## src/rtl/kpia_pkg.sv

```systemverilog
`timescale 1ns / 1ps
// ----------------------------------------------------------------------------
// kpia_pkg: shared types and constants of the keyboard interface adapter
// Transaction payloads, bus window, register offsets, control flag bits and
// the internal control and status groups.
// ----------------------------------------------------------------------------
package kpia_pkg;

    // key fifo geometry
    localparam int FIFO_DEPTH = 16;
    localparam int PTR_W      = $clog2(FIFO_DEPTH);
    localparam int CNT_W      = $clog2(FIFO_DEPTH + 1);

    // bus window
    localparam int BASE_ADDRESS = 53264;
    localparam int WINDOW_SPAN  = 8;
    localparam int ADDR_W       = 16;
    localparam int OFS_W        = $clog2(WINDOW_SPAN);
    localparam logic [ADDR_W:0] WIN_LO = (ADDR_W + 1)'(BASE_ADDRESS);
    localparam logic [ADDR_W:0] WIN_HI = (ADDR_W + 1)'(BASE_ADDRESS + WINDOW_SPAN);

    // transaction codes
    typedef enum logic [1:0] {
        OP_WRITE = 2'd0,
        OP_READ  = 2'd1,
        OP_KEY   = 2'd2,
        OP_NONE  = 2'd3
    } t_op;

    // register offsets within the window
    localparam logic [OFS_W-1:0] OFS_A_DATA = OFS_W'(0);
    localparam logic [OFS_W-1:0] OFS_A_DIR  = OFS_W'(1);
    localparam logic [OFS_W-1:0] OFS_A_CTRL = OFS_W'(2);
    localparam logic [OFS_W-1:0] OFS_B_DATA = OFS_W'(3);
    localparam logic [OFS_W-1:0] OFS_B_DIR  = OFS_W'(4);
    localparam logic [OFS_W-1:0] OFS_B_CTRL = OFS_W'(5);

    // port A control flag bits
    localparam int FLAG_AVAIL = 7;
    localparam int FLAG_FULL  = 6;
    localparam int FLAG_IRQ   = 5;
    localparam int FLAG_IEN   = 0;

    typedef struct packed {
        logic [1:0]  operation;
        logic [15:0] address;
        logic [7:0]  write_data;
        logic [7:0]  key_code;
    } t_in_item;

    typedef struct packed {
        logic [7:0] read_data;
        logic       key_accepted;
        logic       irq;
        logic [4:0] queued_keys;
    } t_out_item;

    // fifo control and status
    typedef struct packed {
        logic       push;
        logic       pop;
        logic [7:0] key;
    } t_fifo_ctl;

    typedef struct packed {
        logic [CNT_W-1:0] count;
        logic             empty;
        logic             full;
    } t_fifo_sts;

    // register bank write request
    typedef struct packed {
        logic             en;
        logic [OFS_W-1:0] ofs;
        logic [7:0]       data;
    } t_reg_wr;

endpackage

```

## src/rtl/keyboard_pia_with_fifo_core.sv

```systemverilog
`timescale 1ns / 1ps
// ----------------------------------------------------------------------------
// keyboard_pia_with_fifo_core: two-port interface adapter with key fifo
// Bus writes, bus reads and keypresses in; one result per transaction out.
// ----------------------------------------------------------------------------
// Each transaction is one bus write, one bus read or one keypress and yields
// exactly one result. A transaction is captured in an input register, decoded
// and executed against the fifo and register bank once the output register is
// free or draining, and its result lands in that output register. A new
// transaction can be taken every cycle unless a result waits on i_out_stall.
// While a result waits, the input register still holds one more transaction.
// Reads of port A data pop the oldest key (zero when empty); reads of the
// port A control register show live available, full and interrupt flags.
// ----------------------------------------------------------------------------
module keyboard_pia_with_fifo_core (
    input  logic                i_clk,
    input  logic                i_rst_n,
    input  logic                i_in_valid,
    output logic                o_in_stall,
    input  kpia_pkg::t_in_item  i_in_item,
    output logic                o_out_valid,
    input  logic                i_out_stall,
    output kpia_pkg::t_out_item o_out_item
);

    // input register
    logic               r_in_valid;
    kpia_pkg::t_in_item r_in;

    // output register
    logic                r_out_valid;
    kpia_pkg::t_out_item r_out;
    kpia_pkg::t_out_item n_out_item;

    // execute-stage signals
    logic                       w_fire;
    logic                       w_in_window;
    logic [kpia_pkg::ADDR_W-1:0] w_addr_diff;
    logic [kpia_pkg::OFS_W-1:0] w_ofs;
    logic                       w_is_write;
    logic                       w_is_read;
    logic                       w_is_key;
    logic                       w_read_a_data;

    kpia_pkg::t_fifo_ctl        w_fifo_ctl;
    kpia_pkg::t_fifo_sts        w_fifo_sts;
    logic [7:0]                 w_fifo_head;
    logic [kpia_pkg::CNT_W-1:0] w_next_count;

    kpia_pkg::t_reg_wr          w_reg_wr;
    logic [7:0]                 w_reg_rd_data;
    logic                       w_next_ien;

    // the held transaction executes when the result register is free or draining
    assign w_fire     = r_in_valid && (!r_out_valid || !i_out_stall);
    assign o_in_stall = r_in_valid && !w_fire;

    always_ff @(posedge i_clk) begin
        if (!i_rst_n) begin
            r_in_valid <= 1'b0;
        end else if (!o_in_stall) begin
            r_in_valid <= i_in_valid;
        end
    end

    always_ff @(posedge i_clk) begin
        if (i_in_valid && !o_in_stall) begin
            r_in <= i_in_item;
        end
    end

    // address window decode
    assign w_in_window = ({1'b0, r_in.address} >= kpia_pkg::WIN_LO)
                      && ({1'b0, r_in.address} <  kpia_pkg::WIN_HI);
    assign w_addr_diff = r_in.address - kpia_pkg::ADDR_W'(kpia_pkg::BASE_ADDRESS);
    assign w_ofs       = w_addr_diff[kpia_pkg::OFS_W-1:0];

    assign w_is_write = (kpia_pkg::t_op'(r_in.operation) == kpia_pkg::OP_WRITE);
    assign w_is_read  = (kpia_pkg::t_op'(r_in.operation) == kpia_pkg::OP_READ);
    assign w_is_key   = (kpia_pkg::t_op'(r_in.operation) == kpia_pkg::OP_KEY);

    assign w_read_a_data = w_is_read && w_in_window && (w_ofs == kpia_pkg::OFS_A_DATA);

    // fifo: push a key unless full, pop on a port A data read unless empty
    assign w_fifo_ctl.push = w_fire && w_is_key && !w_fifo_sts.full;
    assign w_fifo_ctl.pop  = w_fire && w_read_a_data && !w_fifo_sts.empty;
    assign w_fifo_ctl.key  = r_in.key_code;

    kpia_fifo u_fifo (
        .i_clk        (i_clk),
        .i_rst_n      (i_rst_n),
        .i_ctl        (w_fifo_ctl),
        .o_sts        (w_fifo_sts),
        .o_head       (w_fifo_head),
        .o_next_count (w_next_count)
    );

    // register bank: writes outside the window are dropped
    assign w_reg_wr.en   = w_fire && w_is_write && w_in_window;
    assign w_reg_wr.ofs  = w_ofs;
    assign w_reg_wr.data = r_in.write_data;

    kpia_regs u_regs (
        .i_clk      (i_clk),
        .i_rst_n    (i_rst_n),
        .i_wr       (w_reg_wr),
        .i_rd_ofs   (w_ofs),
        .i_fifo_sts (w_fifo_sts),
        .o_rd_data  (w_reg_rd_data),
        .o_next_ien (w_next_ien)
    );

    // result assembly
    always_comb begin
        n_out_item = '0;
        if (w_read_a_data) begin
            n_out_item.read_data = w_fifo_sts.empty ? 8'h00 : w_fifo_head;
        end else if (w_is_read && w_in_window) begin
            n_out_item.read_data = w_reg_rd_data;
        end
        n_out_item.key_accepted = w_is_key && !w_fifo_sts.full;
        // interrupt flag as it stands after this transaction
        n_out_item.irq          = (w_next_count != '0) && w_next_ien;
        n_out_item.queued_keys  = 5'(w_next_count);
    end

    always_ff @(posedge i_clk) begin
        if (!i_rst_n) begin
            r_out_valid <= 1'b0;
        end else if (w_fire) begin
            r_out_valid <= 1'b1;
        end else if (!i_out_stall) begin
            r_out_valid <= 1'b0;
        end
    end

    always_ff @(posedge i_clk) begin
        if (w_fire) begin
            r_out <= n_out_item;
        end
    end

    assign o_out_valid = r_out_valid;
    assign o_out_item  = r_out;

endmodule

```

## src/rtl/kpia_fifo.sv

```systemverilog
`timescale 1ns / 1ps
// ----------------------------------------------------------------------------
// kpia_fifo: keyboard key fifo
// Circular key store with write and read slots and a fill count.
// ----------------------------------------------------------------------------
module kpia_fifo (
    input  logic                      i_clk,
    input  logic                      i_rst_n,
    input  kpia_pkg::t_fifo_ctl       i_ctl,
    output kpia_pkg::t_fifo_sts       o_sts,
    output logic [7:0]                o_head,
    output logic [kpia_pkg::CNT_W-1:0] o_next_count
);

    logic [7:0]                 r_store [kpia_pkg::FIFO_DEPTH];
    logic [7:0]                 r_head;
    logic [kpia_pkg::PTR_W-1:0] r_wr_slot;
    logic [kpia_pkg::PTR_W-1:0] r_rd_slot;
    logic [kpia_pkg::CNT_W-1:0] r_count;
    logic [kpia_pkg::PTR_W-1:0] n_wr_slot;
    logic [kpia_pkg::PTR_W-1:0] n_rd_slot;
    logic [kpia_pkg::CNT_W-1:0] n_count;

    localparam logic [kpia_pkg::PTR_W-1:0] LAST_SLOT =
        kpia_pkg::PTR_W'(kpia_pkg::FIFO_DEPTH - 1);

    always_comb begin
        n_wr_slot = r_wr_slot;
        n_rd_slot = r_rd_slot;
        n_count   = r_count;
        if (i_ctl.push) begin
            n_wr_slot = (r_wr_slot == LAST_SLOT) ? '0 : r_wr_slot + 1'b1;
            n_count   = r_count + 1'b1;
        end else if (i_ctl.pop) begin
            n_rd_slot = (r_rd_slot == LAST_SLOT) ? '0 : r_rd_slot + 1'b1;
            n_count   = r_count - 1'b1;
        end
    end

    always_ff @(posedge i_clk) begin
        if (!i_rst_n) begin
            r_wr_slot <= '0;
            r_rd_slot <= '0;
            r_count   <= '0;
        end else begin
            r_wr_slot <= n_wr_slot;
            r_rd_slot <= n_rd_slot;
            r_count   <= n_count;
        end
    end

    // store contents need no reset, an entry is read only after a push
    always_ff @(posedge i_clk) begin
        if (i_ctl.push) begin
            r_store[r_wr_slot] <= i_ctl.key;
        end
        // oldest key, taken straight from the push when it lands on the read slot
        if (i_ctl.push && (r_wr_slot == r_rd_slot)) begin
            r_head <= i_ctl.key;
        end else begin
            r_head <= r_store[n_rd_slot];
        end
    end

    assign o_head       = r_head;
    assign o_next_count = n_count;
    assign o_sts.count  = r_count;
    assign o_sts.empty  = (r_count == '0);
    assign o_sts.full   = (r_count == kpia_pkg::CNT_W'(kpia_pkg::FIFO_DEPTH));

endmodule

```

## src/rtl/kpia_regs.sv

```systemverilog
`timescale 1ns / 1ps
// ----------------------------------------------------------------------------
// kpia_regs: direction, control and port B output registers
// Register writes, read mux and port A control flag mirroring.
// ----------------------------------------------------------------------------
module kpia_regs (
    input  logic                       i_clk,
    input  logic                       i_rst_n,
    input  kpia_pkg::t_reg_wr          i_wr,
    input  logic [kpia_pkg::OFS_W-1:0] i_rd_ofs,
    input  kpia_pkg::t_fifo_sts        i_fifo_sts,
    output logic [7:0]                 o_rd_data,
    output logic                       o_next_ien
);

    logic [7:0] r_dir_a, r_ctrl_a, r_out_b, r_dir_b, r_ctrl_b;
    logic [7:0] n_dir_a, n_ctrl_a, n_out_b, n_dir_b, n_ctrl_b;
    logic [7:0] w_ctrl_a_view;

    always_comb begin
        n_dir_a  = r_dir_a;
        n_ctrl_a = r_ctrl_a;
        n_out_b  = r_out_b;
        n_dir_b  = r_dir_b;
        n_ctrl_b = r_ctrl_b;
        if (i_wr.en) begin
            unique case (i_wr.ofs)
                kpia_pkg::OFS_A_DIR:  n_dir_a  = i_wr.data;
                kpia_pkg::OFS_A_CTRL: n_ctrl_a = i_wr.data;
                kpia_pkg::OFS_B_DATA: n_out_b  = i_wr.data;
                kpia_pkg::OFS_B_DIR:  n_dir_b  = i_wr.data;
                kpia_pkg::OFS_B_CTRL: n_ctrl_b = i_wr.data;
                default: ;
            endcase
        end
    end

    always_ff @(posedge i_clk) begin
        if (!i_rst_n) begin
            r_dir_a  <= '0;
            r_ctrl_a <= '0;
            r_out_b  <= '0;
            r_dir_b  <= '0;
            r_ctrl_b <= '0;
        end else begin
            r_dir_a  <= n_dir_a;
            r_ctrl_a <= n_ctrl_a;
            r_out_b  <= n_out_b;
            r_dir_b  <= n_dir_b;
            r_ctrl_b <= n_ctrl_b;
        end
    end

    // status flags always follow the fifo
    always_comb begin
        w_ctrl_a_view                       = r_ctrl_a;
        w_ctrl_a_view[kpia_pkg::FLAG_AVAIL] = !i_fifo_sts.empty;
        w_ctrl_a_view[kpia_pkg::FLAG_FULL]  = i_fifo_sts.full;
        w_ctrl_a_view[kpia_pkg::FLAG_IRQ]   = !i_fifo_sts.empty
                                              && r_ctrl_a[kpia_pkg::FLAG_IEN];
    end

    always_comb begin
        unique case (i_rd_ofs)
            kpia_pkg::OFS_A_DIR:  o_rd_data = r_dir_a;
            kpia_pkg::OFS_A_CTRL: o_rd_data = w_ctrl_a_view;
            kpia_pkg::OFS_B_DATA: o_rd_data = r_out_b;
            kpia_pkg::OFS_B_DIR:  o_rd_data = r_dir_b;
            kpia_pkg::OFS_B_CTRL: o_rd_data = r_ctrl_b;
            default:              o_rd_data = '0;
        endcase
    end

    assign o_next_ien = n_ctrl_a[kpia_pkg::FLAG_IEN];

endmodule

```

## config.mk

```make
export PLATFORM = sky130hd
export DESIGN_NAME = keyboard_pia_with_fifo_core
export DESIGN_NICKNAME = d
export VERILOG_FILES = /design/src/rtl/kpia_pkg.sv /design/src/rtl/keyboard_pia_with_fifo_core.sv /design/src/rtl/kpia_fifo.sv /design/src/rtl/kpia_regs.sv
export SDC_FILE = /design/constraint.sdc
export NUM_CORES = 1
export LEC_CHECK = 0
export BUFFER_PORTS_ARGS = -buffer_cell sky130_fd_sc_hd__buf_4
export CAP_MARGIN = 25
export CORE_MARGIN = 2
export CORE_UTILIZATION = 63
export CTS_BUF_LIST = sky130_fd_sc_hd__clkbuf_4 sky130_fd_sc_hd__clkbuf_8
export CTS_CLUSTER_SIZE = 8
export DETAILED_ROUTE_END_ITERATION = 12
export GPL_ROUTABILITY_DRIVEN = 0
export PLACE_DENSITY = 0.82
export SYNTH_ARGS = -nofsm -noshare
export SYNTH_HDL_FRONTEND = slang
export SYNTH_HIERARCHICAL = 1
export SYNTH_SLANG_ARGS = --single-unit
```

## constraint.sdc

```tcl
create_clock -name i_clk -period 5.17 [get_ports i_clk]
set_input_delay 0.7755 -clock i_clk [delete_from_list [all_inputs] [get_ports i_clk]]
set_output_delay 0.7755 -clock i_clk [all_outputs]
set_load 0.05 [all_outputs]
```

==> metrics.txt, run 1 <==
sw power 738.1 uW; number of antenna-violating nets in the routed design 0; Routed Wire Length 17,930 microns; setup TNS 0 ps; Die X-Extent 125.3 microns; WP data arrival around 3700 ps; post-cts resize count 0; die area about 16,000 sq um; Synth Net Count about 630; FF-to-FF setup slack 1720 ps; # rows 44; worst skew pair latency ~510 ps; Critical Path Source Type flop; fillcell total between 800 and 900; IO Pins 55; Max Cap Viol 0; yosys synthesis warning count 6; maximum VDD drop 260.9 uV; clock buffer count from CTS 37; pin count of the biggest net entering global routing 58; FF+latch count, synth 233; ys async rst share 0%; min-delay src i_in_item[15]; Setup CP Type reg -> reg; initial antenna violation count 0; Final Hold Fails 0; Area growth syn-to-layout 13.42%; wire per inst 20.80 microns; register area share after synthesis 69.47%; power share of the sequential group 56.2%; drt initial violations 557; EDFF count, synth 177; core region area between 10,000 and 15,000 sq um; Remaining DRCs 0; fin crit share approximately two thirds; Post-CTS Setup Bufs 0; Syn Area/Cell 15.86 sq um; Internal 2.939 mW; leading cell type in the layout, fill and taps excluded edfxtp_1; Layout Nets ~700; Root Buffer clkbuf_8; hpwl dp 11,520 microns; Worst-path clk slew roughly 60 ps; RSZ-0062 raised after global routing false; status finished, final reports clean; switching part of the total power 20.07%; Yosys top cell by area edfxtp_1; Clock Power Share 41.1%; cts hold-fix bufs 0; first-pass GRT wire length 27,660 microns; Synth Flop Type edfxtp_1; Synth cell types 59; Crit. Startpoint r_in[17]; Leak around 3.6 nW; Power Density 349.9 nW/um^2; router iterations before antenna repair 5; vias in the first global route 5,181; worst hold slack 437.9 ps; Synth Instances between 500 and 600; GRT Overall Usage 22.92%; vias 5,308; grt ovf 0; CTS tree built; Vias/cell 6.158; layout cells sized above 1 22.27%; die height 125.3 microns; Setup Skew 17.96 ps; worst reg2reg path startpoint r_in[17]; commonest non-fill, non-tap cells in the layout edfxtp_1 (177), buf_4 (57), dfxtp_1 (55); Port-buffer cells 54; WP data required 5430 ps; clk buf depth 3; synthesized cell area 9265 sq um; TritonCTS Sinks 233; number of diodes 0; CTS HTree Levels 2; combinational share of power ~2.7%; maximum fanout along the worst path 20; Final Critical Period 3447 ps; Hold Path Class in -> reg; max-slew violations 0; leading cell types by total area after synthesis edfxtp_1 (57%), dfxtp_1 (12%), mux4_2 (4.4%), mux4_1 (4.0%), o21ai_0 (2.1%); Synth top area share 57.37%; Layout Utilization approximately 73%; Final setup viols 0; actual slew at the worst max-slew pin approximately 970 ps; relative slew slack 35.36%; Initial Util 64.23%; fmax 290.1 MHz; Crit. End Element flop
-- power groups by stage --
stage	sequential [mW]	clock, mW	combinational, mW
final	2.07	1.51	0.0987
after CTS	2.07	1.54	0.0980
after global routing	2.07	1.62	0.106
after floorplan	2.11	0	0.0405
after global placement	2.10	0	0.0951
after detailed placement	2.11	0	0.0977
-- logic make-up after synthesis --
logic type / after synthesis / share of synthesized area, %
AO/OA/AOI/OAI: 89 / 6.050
XOR/XNOR: 6 / 0.5672
adder cells (fa/ha/maj): 7 / 0.9453
buffers and inverters: 36 / 2.188
flip-flops: 233 / 69.47
multiplexers: 51 / 10.45
AND/OR/NAND/NOR: 162 / 10.33
-- final cells by class --
type | instances | area [sq um] | area share [%]
Sequential cell | 233 | 6437 | 61.26
Multi-Input combinational cell | 315 | 2634 | 25.06
Clock buffer | 61 | 708.2 | 6.739
Timing Repair Buffer | 58 | 447.9 | 4.262
Tap cell | 184 | 230.2 | 2.191
Inverter | 8 | 30.03 | 0.2857
Clock inverter | 3 | 21.27 | 0.2024
-- critical path, cell delays in order, from the launching register on --
cell,delay (ps)
edfxtp_1,670
nor3_2,650
nand4b_1,160
nor2_1,350
nand2b_4,110
o41ai_1,380
xor2_1,170
or4_1,530
o21a_1,180
-- flip-flops by register name (all words and copies together) (netlist names), 8 cells and up, named ones only --
| register | cells |
|---|---|
| u_regs/r_dir_b | 8 |
| u_fifo/r_store | 128 |
| r_in | 34 |
| u_regs/r_out_b | 8 |
| o_out_item | 15 |
| u_regs/r_ctrl_b | 8 |
| u_regs/r_dir_a | 8 |
-- per-layer routing --
layer	share of wire [%]	GRT usage, %	vias to the layer above	wire [microns]
li1	-	-	2414	-
met4	1.7	7.320	0	303
met2	50	36.29	235	8881
met3	7.3	4.835	23	1309
met1	41	32.62	2636	7435
met5	0	0	-	0
-- cells in the mapped netlist (2+ instances only) --
| cell type | count |
|---|---|
| edfxtp_1 | 177 |
| dfxtp_1 | 56 |
| o21ai_0 | 38 |
| nand2_1 | 37 |
| nand3_1 | 35 |
| and2_1 | 27 |
| mux2i_1 | 18 |
| mux4_2 | 18 |
| a22oi_1 | 17 |
| mux4_1 | 14 |
| a21oi_1 | 12 |
| nor2_1 | 11 |
| nor2b_1 | 11 |
| buf_2 | 9 |
| clkbuf_1 | 9 |
| nand3b_1 | 9 |
| inv_1 | 8 |
| ha_1 | 7 |
| buf_6 | 4 |
| nand2b_1 | 4 |
| nor3b_1 | 4 |
| xnor2_1 | 4 |
| and3_1 | 3 |
| clkdlybuf4s25_2 | 3 |
| nand4_1 | 3 |
| nand4b_1 | 3 |
| o21a_1 | 3 |
| o221ai_1 | 3 |
| o32a_1 | 3 |
| a21o_1 | 2 |
| buf_4 | 2 |
| nand4bb_1 | 2 |
| xor2_1 | 2 |
-- final timing paths --
check	to	cells after the start
min	r_in[15]	1
max reg2reg	o_out_item[5]	8
max	o_out_item[5]	8
min reg2reg	u_regs/r_ctrl_b[7]	2
-- per-stage QoR --
stage	instance area, sq um	worst slack [ps]	total power, mW	instances
after CTS	10490	1781	3.705	861
after floorplan	9265	1189	2.151	584
after detailed placement	9759	1478	2.205	797
final	10510	1723	3.677	862
after global routing	10510	1462	3.801	862
after global placement	9759	1617	2.199	797
No activity file was read; power rests on OpenSTA's default activity.
==> run 2, diff against run 1 <==
==> constraint.sdc (replaced) <==
create_clock -name i_clk -period 3.29 [get_ports i_clk]
set_input_delay 0.4935 -clock i_clk [delete_from_list [all_inputs] [get_ports i_clk]]
set_output_delay 0.4935 -clock i_clk [all_outputs]
set_load 0.05 [all_outputs]
==> run 2 against run 1 <==
Clock skew decreased by 2.7 ps. Count of clock-buffer cells in the layout decreased by 4. Routed wire length increased by 2.4%. Critical path depth unchanged. Die area unchanged. Non-clock buffer count increased by 4. Sequential cell count unchanged. Maximum frequency increased by 15%. Total power increased by 57%. Register-to-register slack got worse by 1400 ps. Highest routed layer unchanged.
==> metrics.txt, run 2 (synthesized netlist as in run 1, its figures left out) <==
status finished, final reports clean (unchanged); hpwl dp 11,600 microns (was 11,520 microns); final worst setup slack 298.0 ps (was 1723 ps); number of antenna-violating nets in the routed design 0 (unchanged); grt ovf 0 (unchanged); number of flip-flops in the largest register 128 (unchanged); router iterations before antenna repair 6 (was 5); vias in the first global route 5,469 (was 5,181); wire per inst 21.22 microns (was 20.80 microns); hold path endpoint r_in[14] (was r_in[15]); Layout Utilization 73.06% (was 72.86%); Vias/cell 6.231 (was 6.158); Final Critical Period 2992 ps (was 3447 ps); Leak 3.605 nW (was 3.593 nW); Layout Nets 703 (was 698); worst reg2reg path startpoint r_in[18] (was r_in[17]); CTS HTree Levels 2 (unchanged); Reg2Reg Depth 8 (unchanged); Root Buffer clkbuf_8 (unchanged); maximum fanout along the worst path 15 (was 20); Routed Wire Length 18,360 microns (was 17,930 microns); Die X-Extent 125.3 microns (unchanged); Area growth syn-to-layout 13.73% (was 13.42%); commonest non-fill, non-tap cells in the layout edfxtp_1 (177), buf_4 (61), dfxtp_1 (55) (was edfxtp_1 (177), buf_4 (57), dfxtp_1 (55)); max-slew violations 0 (unchanged); fin crit share 90.94% (was 66.68%); Post-CTS Setup Bufs 0 (unchanged); Crit. End Element flop (unchanged); maximum VDD drop 567.5 uV (was 260.9 uV); Setup CP Type reg -> reg (unchanged); pin count of the biggest net entering global routing 58 (unchanged); hold depth 1 (unchanged); Remaining DRCs 0 (unchanged); post-cts resize count 0 (unchanged); fmax 334.2 MHz (was 290.1 MHz); Critical Path Source Type flop (unchanged); setup TNS 0 ps (unchanged); layout cells sized above 1 22.17% (was 22.27%); leading cell type in the layout, fill and taps excluded edfxtp_1 (unchanged); IO Pins 55 (unchanged); vias 5,390 (was 5,308); worst skew pair latency 520 ps (was 510 ps); cts hold-fix bufs 0 (unchanged); clk buf depth 3 (unchanged); FF-to-FF setup slack 300 ps (was 1720 ps); relative slew slack 34.11% (was 35.36%); fillcell total 888 (was 876); filler-free cell count of the finished design 865 (was 862); number of diodes 0 (unchanged); initial antenna violation count 0 (unchanged); Setup Skew 15.26 ps (was 17.96 ps); CP Cell Sequence nor3_2 > nand4b_1 > nor2_1 > nor2b_1 > a22oi_1 > xnor2_1 > or4_1 > o21a_1 (was nor3_2 > nand4b_1 > nor2_1 > nand2b_4 > o41ai_1 > xor2_1 > or4_1 > o21a_1); drt initial violations 603 (was 557); largest delay contributor family on the critical path simple AND/OR/NAND/NOR gates (unchanged); actual slew at the worst max-slew pin 986.3 ps (was 967.6 ps); RSZ-0062 raised after global routing false (unchanged); WP buf/inv 0 (unchanged); reg-to-reg endpoint o_out_item[5] (unchanged); die area 15,690 sq um (unchanged); CTS tree built (unchanged); Final Hold Fails 0 (unchanged); min-delay src i_in_item[14] (was i_in_item[15]); Worst-path clk slew 60 ps (about the same); final total power 5.785 mW (was 3.677 mW); Final setup viols 0 (unchanged); first-pass GRT wire length 28,520 microns (was 27,660 microns); TritonCTS Sinks 233 (unchanged); slowest stage cell on the critical path edfxtp_1 (unchanged); worst slack, placed 376.3 ps (was 1478 ps); Power Density 549.0 nW/um^2 (was 349.9 nW/um^2); WP data arrival 3260 ps (was 3710 ps); Hold Path Class in -> reg (unchanged); Max Cap Viol 0 (unchanged); clock buffer count from CTS 38 (was 37); # rows 44 (unchanged); die height 125.3 microns (unchanged); Largest stage delay, worst path 580 ps (was 670 ps); Port-buffer cells 54 (unchanged); Biggest register u_fifo/r_store (unchanged); GRT Overall Usage 23.40% (was 22.92%); core region area 14,420 sq um (unchanged); Initial Util 64.23% (unchanged); Placed Cells 802 (was 797); WP data required 3560 ps (was 5430 ps)
==> run 2: area by class of cell <==
| type | count | area (sq um) | area share, % |
|---|---|---|---|
| clock buffers | 57 | 696.9 | 6.614 |
| clock inverters | 6 | 27.53 | 0.2612 |
| inverters | 8 | 30.03 | 0.2850 |
| multi-input cells | 315 | 2638 | 25.03 |
| flip-flops and latches | 233 | 6437 | 61.09 |
| well taps | 184 | 230.2 | 2.185 |
| repair buffers | 62 | 478.0 | 4.536 |
==> run 2: power by group <==
part | leakage [nW] | internal (mW) | switching (mW)
clock | 0.384 | 1.34 | 1.04
sequential | 2.08 | 3.20 | 0.0428
combinational | 1.14 | 0.0647 | 0.0982
total | 3.60 | 4.61 | 1.18
==> run 2: per-stage QoR <==
stage	hold slack [ps]	cell area, sq um
after floorplan	442.8	9265
final	147.7	10540
after global routing	126.4	10540
after detailed placement	462.5	9813
after CTS	128.3	10540
after global placement	452.8	9813
==> run 2: worst max-delay path by stage <==
stage                      start  slack, ps       endpoint  cells after the start
3_5_place_dp   u_fifo/r_count[0]        380  o_out_item[5]                     11
5_1_grt        u_fifo/r_count[0]        140  o_out_item[5]                     11
3_3_place_gp   u_fifo/r_count[0]        530  o_out_item[5]                     11
2_1_floorplan        o_out_valid          7  o_out_item[5]                      8
6_report                r_in[18]        300  o_out_item[5]                      8
4_1_cts        u_fifo/r_count[0]        320  o_out_item[5]                     11
==> run 2: worst reg2reg max path: cells and delay by family (launching register included) <==
kind,cells,cell delay (ps)
AO/OA/AOI/OAI,2,310
XOR/XNOR,1,180
flip-flops,1,580
AND/OR/NAND/NOR,5,1670
==> run 2: per-layer routing <==
| layer | track usage (%) | vias to the layer above | part of all wire [%] |
|---|---|---|---|
| met4 | 6.863 | 0 | 1.5 |
| met5 | 0 | - | 0 |
| met3 | 5.349 | 31 | 6.9 |
| li1 | - | 2429 | - |
| met1 | 32.22 | 2682 | 42 |
| met2 | 38.17 | 248 | 49 |
==> run 3, diff against run 2 <==
--- a/config.mk
+++ b/config.mk
@@ -8,12 +8,13 @@
 export BUFFER_PORTS_ARGS = -buffer_cell sky130_fd_sc_hd__buf_4
 export CAP_MARGIN = 25
 export CORE_MARGIN = 2
-export CORE_UTILIZATION = 63
-export CTS_BUF_LIST = sky130_fd_sc_hd__clkbuf_4 sky130_fd_sc_hd__clkbuf_8
+export CORE_UTILIZATION = 60
+export CTS_BUF_LIST = sky130_fd_sc_hd__clkbuf_4 sky130_fd_sc_hd__clkbuf_8 sky130_fd_sc_hd__clkbuf_16
 export CTS_CLUSTER_SIZE = 8
 export DETAILED_ROUTE_END_ITERATION = 12
 export GPL_ROUTABILITY_DRIVEN = 0
-export PLACE_DENSITY = 0.82
+export HOLD_SLACK_MARGIN = 0.12
+export PLACE_DENSITY = 0.79
 export SYNTH_ARGS = -nofsm -noshare
 export SYNTH_HDL_FRONTEND = slang
 export SYNTH_HIERARCHICAL = 1
==> run 3 against run 2 <==
Clock power increased by 41%. Non-clock buffer count unchanged. Combinational power about the same. Final area increased by 3.2%. Count of clock-buffer cells in the layout decreased by 3. Final cell count decreased by 0.12%. Utilization decreased by 1.3 points. Maximum frequency decreased by 0.99%. Total power increased by 17%. Global-route usage increased by 0.79 points. Die area increased by 4.8%. Setup slack got worse by 30 ps. Largest power group is now clock.
==> metrics.txt, run 3 (synthesized netlist as in run 1, its figures left out) <==
Routed Wire Length 19,440 microns (was 18,360 microns); die height 128.3 microns (was 125.3 microns); drt initial violations 557 (was 603); WP data arrival 3280 ps (was 3260 ps); # rows 45 (was 44); number of flip-flops in the largest register 128 (unchanged); fin crit share 91.85% (was 90.94%); Remaining DRCs 0 (unchanged); CTS tree built (unchanged); worst skew pair latency 510 ps (was 520 ps); number of diodes 0 (unchanged); wire per inst 22.50 microns (was 21.22 microns); Hold Path Class in -> reg (unchanged); vias in the first global route 5,356 (was 5,469); WP data required 3550 ps (was 3560 ps); Setup CP Type reg -> reg (unchanged); Layout Utilization 71.78% (was 73.06%); Worst-path clk slew 50 ps (was 60 ps); vias 5,471 (was 5,390); status finished, final reports clean (unchanged); first-pass GRT wire length 29,450 microns (was 28,520 microns); maximum VDD drop 495.9 uV (was 567.5 uV); Max Cap Viol 0 (unchanged); Root Buffer clkbuf_16 (was clkbuf_8); actual slew at the worst max-slew pin 1001 ps (was 986.3 ps); grt ovf 0 (unchanged); Initial Util 61.17% (was 64.23%); Final Critical Period 3022 ps (was 2992 ps); Biggest register u_fifo/r_store (unchanged); core region area 15,150 sq um (was 14,420 sq um); setup TNS 0 ps (unchanged); Area growth syn-to-layout 17.34% (was 13.73%); Reg2Reg Depth 11 (was 8); GRT Overall Usage 24.18% (was 23.40%); Port-buffer cells 54 (unchanged); number of antenna-violating nets in the routed design 0 (unchanged); post-cts resize count 0 (unchanged); CTS HTree Levels 2 (unchanged); commonest non-fill, non-tap cells in the layout edfxtp_1 (177), buf_4 (61), dfxtp_1 (55) (unchanged); max-slew violations 0 (unchanged); Final setup viols 0 (unchanged); Power Density 622.5 nW/um^2 (was 549.0 nW/um^2); Setup Skew 11.01 ps (was 15.26 ps); maximum fanout along the worst path 5 (was 15); Die X-Extent 128.3 microns (was 125.3 microns); fmax 330.9 MHz (was 334.2 MHz); hpwl dp 11,840 microns (was 11,600 microns); hold depth 1 (unchanged); fillcell total 910 (was 888); clock buffer count from CTS 35 (was 38); clk buf depth 3 (unchanged); leading cell type in the layout, fill and taps excluded edfxtp_1 (unchanged); Post-CTS Setup Bufs 0 (unchanged); Final Hold Fails 0 (unchanged); router iterations before antenna repair 4 (was 6); cts hold-fix bufs 0 (unchanged); relative slew slack 33.11% (was 34.11%); Vias/cell 6.332 (was 6.231); IO Pins 55 (unchanged); TritonCTS Sinks 233 (unchanged); Layout Nets 700 (was 703); initial antenna violation count 0 (unchanged); Crit. End Element flop (unchanged); layout cells sized above 1 22.19% (was 22.17%); pin count of the biggest net entering global routing 58 (unchanged); die area 16,450 sq um (was 15,690 sq um); RSZ-0062 raised after global routing false (unchanged); Critical Path Source Type flop (unchanged); Leak 3.757 nW (was 3.605 nW)
==> run 3: where the power goes <==
group          total, mW  switching [mW]  leakage (nW)  internal (mW)
clock               3.35            1.22         0.536           2.13
combinational      0.165           0.100          1.14         0.0647
sequential          3.25          0.0454          2.08           3.21
==> run 3: area by class of cell <==
type                    instances  area [sq um]  area share, %
repair buffers                 62         478.0          4.396
clock buffers                  54          1018          9.368
inverters                       8         30.03         0.2762
multi-input cells             315          2638          24.26
clock inverters                 4         35.03         0.3222
well taps                     188         235.2          2.164
flip-flops and latches        233          6437          59.21
==> run 3: worst paths after layout <==
check / start / endpoint / slack (ps)
setup / recovery: u_fifo/r_count[0] / o_out_item[5] / 270
hold / removal: i_in_item[13] / r_in[13] / 160
setup reg to reg: u_fifo/r_count[0] / o_out_item[5] / 270
hold reg to reg: u_regs/r_dir_b[7] / u_regs/r_dir_b[7] / 470
==> run 3: through the flow <==
step / instance area, sq um / std cells / total power, mW / hold slack (ps) / setup WS, ps
after CTS: 10870 / 864 / 6.800 / 150.2 / 239.4
after global placement: 9818 / 806 / 3.462 / 452.7 / 525.1
after floorplan: 9265 / 584 / 3.380 / 442.8 / 7.256
after global routing: 10870 / 864 / 6.950 / 151.5 / 72.19
final: 10870 / 864 / 6.768 / 163.1 / 268.2
after detailed placement: 9818 / 806 / 3.471 / 462.6 / 333.6
==> run 3: critical path, cell delays in order, from the launching register on <==
cell	delay [ps]
dfxtp_1	420
inv_1	80
ha_1	240
nand2_1	70
nor2_1	60
nand4b_1	160
nor2_1	350
nor2b_1	390
a22oi_1	140
xnor2_1	170
or4_1	500
o21a_1	200
==> run 3: metal layers <==
layer	track usage, %	part of all wire (%)
met3	4.967	7.0
met5	0	0
met2	38.39	50
met1	33.55	40
met4	9.114	2.7
